--- src/rtl/core/dsrm_pkg.sv ---
// dsrm_pkg: shared types and constants of the drive speed ramp block.
// No dependencies.
package dsrm_pkg;

    localparam int SpeedFractionBits = 4;
    localparam int RegIdxW = 3;
    localparam int ProdW = 56;
    localparam int DivW = 56;
    localparam int DivCntW = 6;

    localparam logic [RegIdxW-1:0] RegRatedVoltage  = 3'd0;
    localparam logic [RegIdxW-1:0] RegRatedCurrent  = 3'd1;
    localparam logic [RegIdxW-1:0] RegRatedFreq     = 3'd2;
    localparam logic [RegIdxW-1:0] RegRatedSpeed    = 3'd3;
    localparam logic [RegIdxW-1:0] RegRampUp        = 3'd4;
    localparam logic [RegIdxW-1:0] RegRampDown      = 3'd5;
    localparam logic [RegIdxW-1:0] RegMaxFreq       = 3'd6;
    localparam logic [RegIdxW-1:0] RegMinFreq       = 3'd7;

    localparam logic [23:0] SpeedMax = 24'd8388607;
    localparam logic [39:0] TempFloor = 40'd2500000;

    typedef logic [ProdW-1:0] prod_t;

endpackage

--- src/rtl/core/dsrm_div.sv ---
// dsrm_div: bit-serial restoring divider, one quotient bit per cycle.
// Depends on dsrm_pkg.
module dsrm_div
(
    input  logic                          clk,
    input  logic                          rst_n,
    input  logic                          start,
    input  logic [dsrm_pkg::DivW-1:0]     dividend,
    input  logic [dsrm_pkg::DivW-1:0]     divisor,
    output logic                          done,
    output logic [dsrm_pkg::DivW-1:0]     quotient
);

    logic [dsrm_pkg::DivW-1:0]    quo_reg;
    logic [dsrm_pkg::DivW-1:0]    rem_reg;
    logic [dsrm_pkg::DivW-1:0]    dvs_reg;
    logic [dsrm_pkg::DivCntW-1:0] cnt_reg;
    logic                         busy_reg;
    logic                         done_reg;
    logic [dsrm_pkg::DivW:0]      trial;

    // shift in next dividend bit and try subtract
    assign trial = {rem_reg, quo_reg[dsrm_pkg::DivW-1]} - {1'b0, dvs_reg};

    always_ff @(posedge clk or negedge rst_n)
    begin
        if (!rst_n)
        begin
            busy_reg <= 1'b0;
            done_reg <= 1'b0;
            cnt_reg  <= '0;
        end
        else
        begin
            done_reg <= 1'b0;
            if (start)
            begin
                busy_reg <= 1'b1;
                cnt_reg  <= '0;
                quo_reg  <= dividend;
                rem_reg  <= '0;
                dvs_reg  <= divisor;
            end
            else if (busy_reg)
            begin
                if (!trial[dsrm_pkg::DivW])
                begin
                    rem_reg <= trial[dsrm_pkg::DivW-1:0];
                    quo_reg <= {quo_reg[dsrm_pkg::DivW-2:0], 1'b1};
                end
                else
                begin
                    rem_reg <= {rem_reg[dsrm_pkg::DivW-2:0], quo_reg[dsrm_pkg::DivW-1]};
                    quo_reg <= {quo_reg[dsrm_pkg::DivW-2:0], 1'b0};
                end
                cnt_reg <= cnt_reg + 1'b1;
                if (cnt_reg == dsrm_pkg::DivCntW'(dsrm_pkg::DivW - 1))
                begin
                    busy_reg <= 1'b0;
                    done_reg <= 1'b1;
                end
            end
        end
    end

    assign done = done_reg;
    assign quotient = quo_reg;

endmodule

--- config.mk ---
export PLATFORM = sky130hd
export DESIGN_NAME = dsrm_div
export DESIGN_NICKNAME = d
export VERILOG_FILES = /design/src/rtl/core/dsrm_pkg.sv /design/src/rtl/core/dsrm_div.sv
export SDC_FILE = /design/constraint.sdc
export NUM_CORES = 1
export LEC_CHECK = 0
export BUFFER_PORTS_ARGS = -buffer_cell sky130_fd_sc_hd__buf_2
export CORE_MARGIN = 2
export CORE_UTILIZATION = 32
export CTS_CLUSTER_SIZE = 24
export DETAILED_ROUTE_END_ITERATION = 12
export GPL_ROUTABILITY_DRIVEN = 0
export PLACE_DENSITY = 0.56
export RECOVER_POWER = 50
export SLEW_MARGIN = 20
export SYNTH_ARGS = -nofsm -noshare
export SYNTH_HDL_FRONTEND = slang
export SYNTH_SLANG_ARGS = --single-unit
--- constraint.sdc ---
create_clock -name clk -period 5.05 [get_ports clk]
set_input_delay 0.7575 -clock clk [delete_from_list [all_inputs] [get_ports clk]]
set_output_delay 0.7575 -clock clk [all_outputs]
set_load 0.03 [all_outputs]
Word level (Yosys, flattened, before mapping)
Cells that the tools add are included.
- register bits: 176
- latch bits: 0
- memory bits (writable): 0
- ROM bits: 0
- input port bits: 115
- output and inout bits: 57
- logic and storage cells: 25
- memories: 0
- add/subtract/negate cells: 2
- $mul: 0
- divide/modulo/power cells: 0
- order comparisons: 0
- eq/ne operators: 1
- shifts and indexed selects: 0
- muxes and demuxes: 13
- bitwise logic cells: 0
- reduce and logical (&&, ||, !) cells: 3
- operators with widths (kind ; number):
    two-way mux 56 bit ; 4
    subtractor 57 x 56 -> 57 bit ; 1
    two-way mux 6 bit ; 2
    two-way mux 1 bit ; 7
    adder 6 x 1 -> 6 bit (second input constant) ; 1
    equality test 6 bit (second input constant) ; 1
    AND reduction 2 bit ; 2
    nonzero test 2 bit ; 1

Depth between registers and ports, before layout
Gate-level depths: netlist (run 1).
- depth after elaboration: 4
- mapped depth: 16
- mapped depth without buffers: 14

Least setup slack after synthesis (run 1)
OpenSTA, ideal clock, no wires.
- kind: input to register
- start: input port start
- end: register quo_reg (netlist bit quotient[0]) (enable)
- library setup time: 476 ps
- arrival: 3633 ps
- slack: 941 ps
- cell stages on the path: 3
- path through: clkbuf_1 nor2_1 nor2b_1
- longest elaborated chain between the ends: 2
- RTL lines (what ; RTL line ; text):
    from (decl) ; dsrm_div.sv:7 ; input logic start,
    nonzero test 2 bit (no source line) ; - ;
    AND reduction 2 bit (no source line) ; - ;
    to (signal assigned) ; dsrm_div.sv:40 ; quo_reg <= dividend;
    to (signal assigned) ; dsrm_div.sv:49 ; quo_reg <= {quo_reg[dsrm_pkg::DivW-2:0], 1'b1};
    to (signal assigned) ; dsrm_div.sv:54 ; quo_reg <= {quo_reg[dsrm_pkg::DivW-2:0], 1'b0};
    to (decl) ; dsrm_div.sv:14 ; logic [dsrm_pkg::DivW-1:0] quo_reg;
Every way passes these cells.
A chain may end at the register's enable or synchronous reset.

Final worst setup path (run 1)
- start: input port start
- end: register quo_reg (netlist bit quotient[9]) (enable)
Same word-level chain as after synthesis.

==> results of run 1 <==
-- cell usage after synthesis, types with 3 or more instances --
| cell type | n |
|---|---|
| nand4_1 | 22 |
| o21a_1 | 4 |
| a311oi_1 | 16 |
| clkbuf_1 | 32 |
| dfrtp_1 | 8 |
| mux2_2 | 55 |
| o2111ai_1 | 3 |
| and3_1 | 10 |
| a21oi_2 | 7 |
| or3_1 | 4 |
| a2111oi_4 | 3 |
| a211oi_1 | 32 |
| and2_1 | 4 |
| nor3_1 | 7 |
| nor2b_1 | 6 |
| nand2_1 | 91 |
| inv_1 | 73 |
| nand2b_1 | 6 |
| nor2_1 | 100 |
| nand3_1 | 12 |
| o31ai_1 | 3 |
| a41oi_1 | 3 |
| a21oi_1 | 82 |
| o211ai_1 | 13 |
| a21boi_0 | 3 |
| edfxtp_1 | 168 |
| o22ai_1 | 3 |
| and4_1 | 3 |
| o21ai_0 | 32 |
| buf_4 | 3 |
| xor2_1 | 18 |
| buf_2 | 12 |
| o21ai_1 | 8 |
| nor4_1 | 5 |
| a22oi_1 | 3 |
| xnor2_1 | 28 |
| a21o_1 | 22 |
| a31oi_1 | 10 |
| or4_1 | 3 |
| ha_1 | 57 |
| o21bai_1 | 14 |
| nor3b_1 | 3 |
| mux2i_1 | 26 |
-- through the flow --
stage | cells | setup WS (ns) | utilization, %
6_report | 1667 | 0.8600 | 37.44
5_1_grt | 1666 | 0.4932 | 37.43
4_1_cts | 1666 | 0.9683 | 37.65
3_5_place_dp | 1634 | 0.9757 | 35.89
3_3_place_gp | 1634 | 1.113 | 35.89
2_1_floorplan | 1051 | 0.9412 | -
-- logic make-up after synthesis --
group	share of synthesized area, %
xor+xnor	3.651
buf+inv	4.649
fa+ha+maj	6.645
mux	8.073
flops	47.53
simple gates	11.85
compound gates	17.60
-- layer usage --
layer	vias up	wire length [um]	share of wire (%)	GRT usage, %
li1	4219	-	-	-
met3	33	2011	6.9	5.460
met1	4046	13000	45	20.81
met4	8	416	1.4	4.681
met2	250	13610	47	26.94
met5	-	42	0.14	0
-- power by group through the flow --
stage	Clock [uW]	Combinational (uW)	Sequential (uW)
floorplan	0	1280	1970
global placement	0	1720	1940
detailed placement	0	1740	1940
CTS	1420	1740	1910
global route	1470	1920	1930
finish	1380	1730	1910
-- path summary, 6_finish.rpt --
| check | slack [ns] | to | from | depth (start not counted) |
|---|---|---|---|---|
| max | 0.86 | quotient[9] | start | 4 |
| min | 0.48 | dvs_reg[5] | divisor[5] | 1 |
| max reg2reg | 0.98 | rem_reg[20] | quotient[55] | 15 |
| min reg2reg | 0.56 | cnt_reg[5] | cnt_reg[5] | 2 |
| max in group asynchronous | 3.70 | busy_reg | rst_n | 2 |
| min in group asynchronous | 0.66 | cnt_reg[5] | rst_n | 2 |
-- area by class of cell --
class | instances | area share, %
diodes | 1 | 0.01950
clock buffers | 17 | 3.314
clock inverters | 15 | 1.394
inverters | 73 | 2.135
multi-input cells | 750 | 41.18
flip-flops and latches | 176 | 40.89
well taps | 455 | 4.435
repair buffers | 180 | 6.628
==> metrics, run 1 <==
status finished with violations; violated checks capacitance limit, slew limit; Final Cycle Share 82.97%; CTS hold repair buffers 0; Leak Pwr 0.005093 uW; Logic pwr share 34.4%; CP required 5.14 ns; initial antenna violation count 7; clock skew 0.01192 ns; post-synthesis sequential area ratio 47.53%; crit-path max FO 49; htree depth 4; Die Span Y 189.7 um; initial core utilization 32.18%; max_slew headroom -72.52%; Sw Pwr 1787 uW; worst path arrival time 4.28 ns; unrepaired setup endpoints after global routing false; Synth cell types 69; Clock Power Share 27.5%; Fin. Hold Viols 0; Clock Latency Late Sink 0.45 ns; sequential share of power 38.1%; pin count of the biggest net entering global routing 115; slowest CP cell clkbuf_1; PwrDens 391.5 nW/um^2; Post-synth EDFFs 168; Worst VDD drop 0.3060 mV; number of fill cells 3470; first-pass GRT wire length 46620 um; Buf/Inv on CP 2; MaxCap Viol Count 1; min cycle time layout 4.190 ns; clk sinks 176; total die area 35980 um^2; CP peak stage delay 1.79 ns; Detailed Place HPWL 21360 um; Synth async-reset ratio 4.545%; internal power 3239 uW; Routed WL 29080 um; ys flop type edfxtp_1; Hold Crit Class input pin to flip-flop; total core area 34290 um^2; layout cell share with drive strength beyond 1 19.16%; cell area after layout 12840 um^2; actual slew at the worst max-slew pin 2.588 ns; nets 1371; Synth area leader edfxtp_1; cts bufs inserted 17; DRC errors left 0; vias in the first global route 8672; hold slack 0.4766 ns; Crit. End Element flip-flop; Rows 68; synthesized area 11030 um^2; die width 189.7 um; Max Freq 238.7 MHz; GRT Residual Overflow 0; Iteration-0 DRC Markers 577; drt wl/cell 17.45 um; Post-DP Area 12300 um^2; IO Count 172; post-route ant nets 0; commonest non-fill, non-tap cell in the layout edfxtp_1; CTS tree done; Slew Viols, Final 50; most frequent cells in the layout 168 x edfxtp_1, 110 x buf_2, 100 x nor2_1, 91 x nand2_1, 82 x a21oi_1; Mapped Cells 1051; Worst setup SP type input pin; syn nets 1224; total power 5026 uW; GRT Util Overall 16.48%; Reg area 5249 um^2; Reg clk slew, reported paths 0.08 ns; dominant cells by area after synthesis edfxtp_1 46%, ha_1 6.5%, mux2_2 5.6%, a21oi_1 3.7%, nor2_1 3.4%; Vias 8556; area of the multi-input gates 5286 um^2; YS warnings 0; top cell type's share of synthesized area 45.72%; port bufs 171; drt via density 5.133; CP Cell Sequence clkbuf_1 > nor2_1 > nor2b_4 > buf_4; root buffer cell clkbuf_16; Area growth syn-to-layout 16.33%; number of synthesized register bits 176; Crit Path Class input pin to flip-flop; syn_area_per_cell 10.50 um^2; Clock Path Buffers 2; Final TNS setup 0 ns; TritonRoute pass-1 iters 4; Worst path top cell family by delay buffers and inverters; Net Sw Frac 35.55%; Finish-stage setup viols 0; CTS resizes 0; post-CTS setup buffers 0
Note: power is estimated with default switching activity, not from simulation.
==> run 2: changes to the inputs <==
- PLACE_DENSITY: 0.56 -> 0.58
- clock period: 5.05 -> 3.7 ns (I/O delays scaled with it)
==> metrics, run 2 (synthesis results as in run 1) <==
Net Sw Frac 36.01% (+0.45 points); Routed WL 28760 um (-1.1%); post-route ant nets 0 (unchanged); final std cells w/o fill 1685 (+1.1%); vias in the first global route 8804 (+1.5%); htree depth 4 (unchanged); Slew Viols, Final 26 (-48%); commonest non-fill, non-tap cell in the layout edfxtp_1; Finish-stage setup viols 0 (unchanged); CTS hold repair buffers 0 (unchanged); max_slew headroom -24.09% (+48 points); Crit Path Class flip-flop to flip-flop; Vias 8700 (+1.7%); dpl ws -0.02102 ns (-0.9967 ns); dpl cells 1651 (+1.0%); slowest CP cell edfxtp_1; sequential share of power 37.9% (-0.2 points); DRC errors left 0 (unchanged); drt wl/cell 17.07 um (-2.1%); unrepaired setup endpoints after global routing true; IO Count 172 (unchanged); first-pass GRT wire length 46780 um (+0.34%); Worst setup SP type flip-flop; die width 189.7 um (unchanged); PwrDens 529.3 nW/um^2 (+35%); crit-path max FO 3 (-94%); actual slew at the worst max-slew pin 1.860 ns (-0.7274 ns); GRT Residual Overflow 0 (unchanged); violated checks capacitance limit, slew limit; root buffer cell clkbuf_16; hold_sp divisor[15]; Worst VDD drop 0.3940 mV (+29%); initial core utilization 32.18% (unchanged); Rows 68 (unchanged); clock skew 0.01251 ns (+0.0005872 ns); Fin. Hold Viols 0 (unchanged); drt via density 5.163 (+0.60%); nets 1390 (+1.4%); clk sinks 176 (unchanged); Clock Power Share 26.2% (-1.3 points); RR Startpoint quotient[55]; GRT Util Overall 16.44% (-0.041 points); Logic pwr share 36.0% (+1.6 points); total core area 34290 um^2 (unchanged); Leak Pwr 0.005217 uW (+2.4%); CTS tree done; TritonRoute pass-1 iters 5 (+1); most frequent CP cell inv_1; worst path arrival time 3.77 ns (-0.51 ns); cts bufs inserted 17 (unchanged); Final Cycle Share 94.54%; Sw Pwr 2485 uW (+39%); Worst Setup SP quotient[55]; CP peak stage delay 0.42 ns (-1.37 ns); Detailed Place HPWL 21690 um (+1.5%); initial antenna violation count 3 (-4); most frequent cells in the layout 168 x edfxtp_1, 115 x buf_2, 100 x nor2_1, 91 x nand2_1, 81 x a21oi_1; total die area 35980 um^2 (unchanged); Clock Path Buffers 2 (unchanged); CP Cell Sequence inv_1 > ha_1 > inv_1 > fa_2 > a211oi_2 > o211ai_2 > nand4_1 > a21oi_1 > o21a_1 > or2_1 > a21oi_2 > nor2_1 > or4_1 > a311oi_1; Clock Latency Late Sink 0.45 ns (about the same); pin count of the biggest net entering global routing 78 (-32%); Iteration-0 DRC Markers 469 (-19%); port bufs 171 (unchanged); Crit. End Element flip-flop; post-layout worst setup margin 0.2019 ns (-0.6580 ns); Area growth syn-to-layout 18.14%; min cycle time layout 3.498 ns; Reg clk slew, reported paths 0.08 ns (about the same); hold slack 0.2756 ns (-0.2010 ns); layout cell share with drive strength beyond 1 21.30% (+2.1 points); Max Freq 285.9 MHz; status finished with violations; MaxCap Viol Count 1 (unchanged); internal power 4416 uW (+36%); ANT cells 0 (-1); CP required 3.97 ns (-1.17 ns); Die Span Y 189.7 um (unchanged); Hold Crit Class input pin to flip-flop; number of fill cells 3475 (+0.14%)
[run 2: path summary, 6_finish.rpt]
kind                               end  slack (ns)  cells past startpoint
max in group asynchronous   cnt_reg[1]        1.23                      3
max reg2reg                rem_reg[34]        0.20                     14
min in group asynchronous   cnt_reg[0]        0.55                      2
max                        rem_reg[34]        0.20                     14
min                        dvs_reg[15]        0.28                      1
min reg2reg                 cnt_reg[5]        0.57                      2
[run 2: final cells by class]
cell class | count | area, um^2 | share of cell area, %
clock buffer | 18 | 439.2 | 3.369
clock inverter | 14 | 142.6 | 1.094
inverter | 73 | 274.0 | 2.102
multi-input combinational | 750 | 5319 | 40.80
sequential | 176 | 5249 | 40.26
tap | 455 | 569.3 | 4.367
timing repair buffer | 199 | 1044 | 8.005
[run 2: per-stage QoR]
step	power [uW]	cell area (um^2)	TNS (ns)	util [%]
2_1_floorplan	4437	11040	0	-
3_3_place_gp	5088	12480	0	36.40
3_5_place_dp	5108	12480	-0.02102	36.40
4_1_cts	6951	13070	0	38.11
5_1_grt	7327	13040	-0.1907	38.02
6_report	6900	13040	0	38.02
[run 2: timing repair]
item / in CTS / in global routing
setup buffers: 0 / 2
resized for setup: 1 / 7
pin swaps: 0 / 4
setup endpoints to repair: 4 / 57
[run 2: power by group through the flow]
stage                     clock network, uW  registers [uW]  logic (uW)
after floorplan                           0            2690        1740
after global placement                    0            2650        2440
after detailed placement                  0            2650        2460
after CTS                              1860            2610        2480
after global routing                   1930            2640        2760
final                                  1810            2610        2480
[run 2: worst max-delay path: cells and delay by family (launching register included)]
family	cells	cell delay [ns]
buf+inv	2	0.14
compound gates	6	1.27
simple gates	4	0.92
fa+ha+maj	2	0.56
flops	1	0.42
[run 2: metal layers]
layer | routed length, um | vias up | global-route usage (%)
li1 | - | 4262 | -
met1 | 12810 | 4142 | 20.81
met2 | 13620 | 261 | 27.25
met3 | 1977 | 29 | 5.534
met4 | 317 | 6 | 3.608
met5 | 38 | - | 0
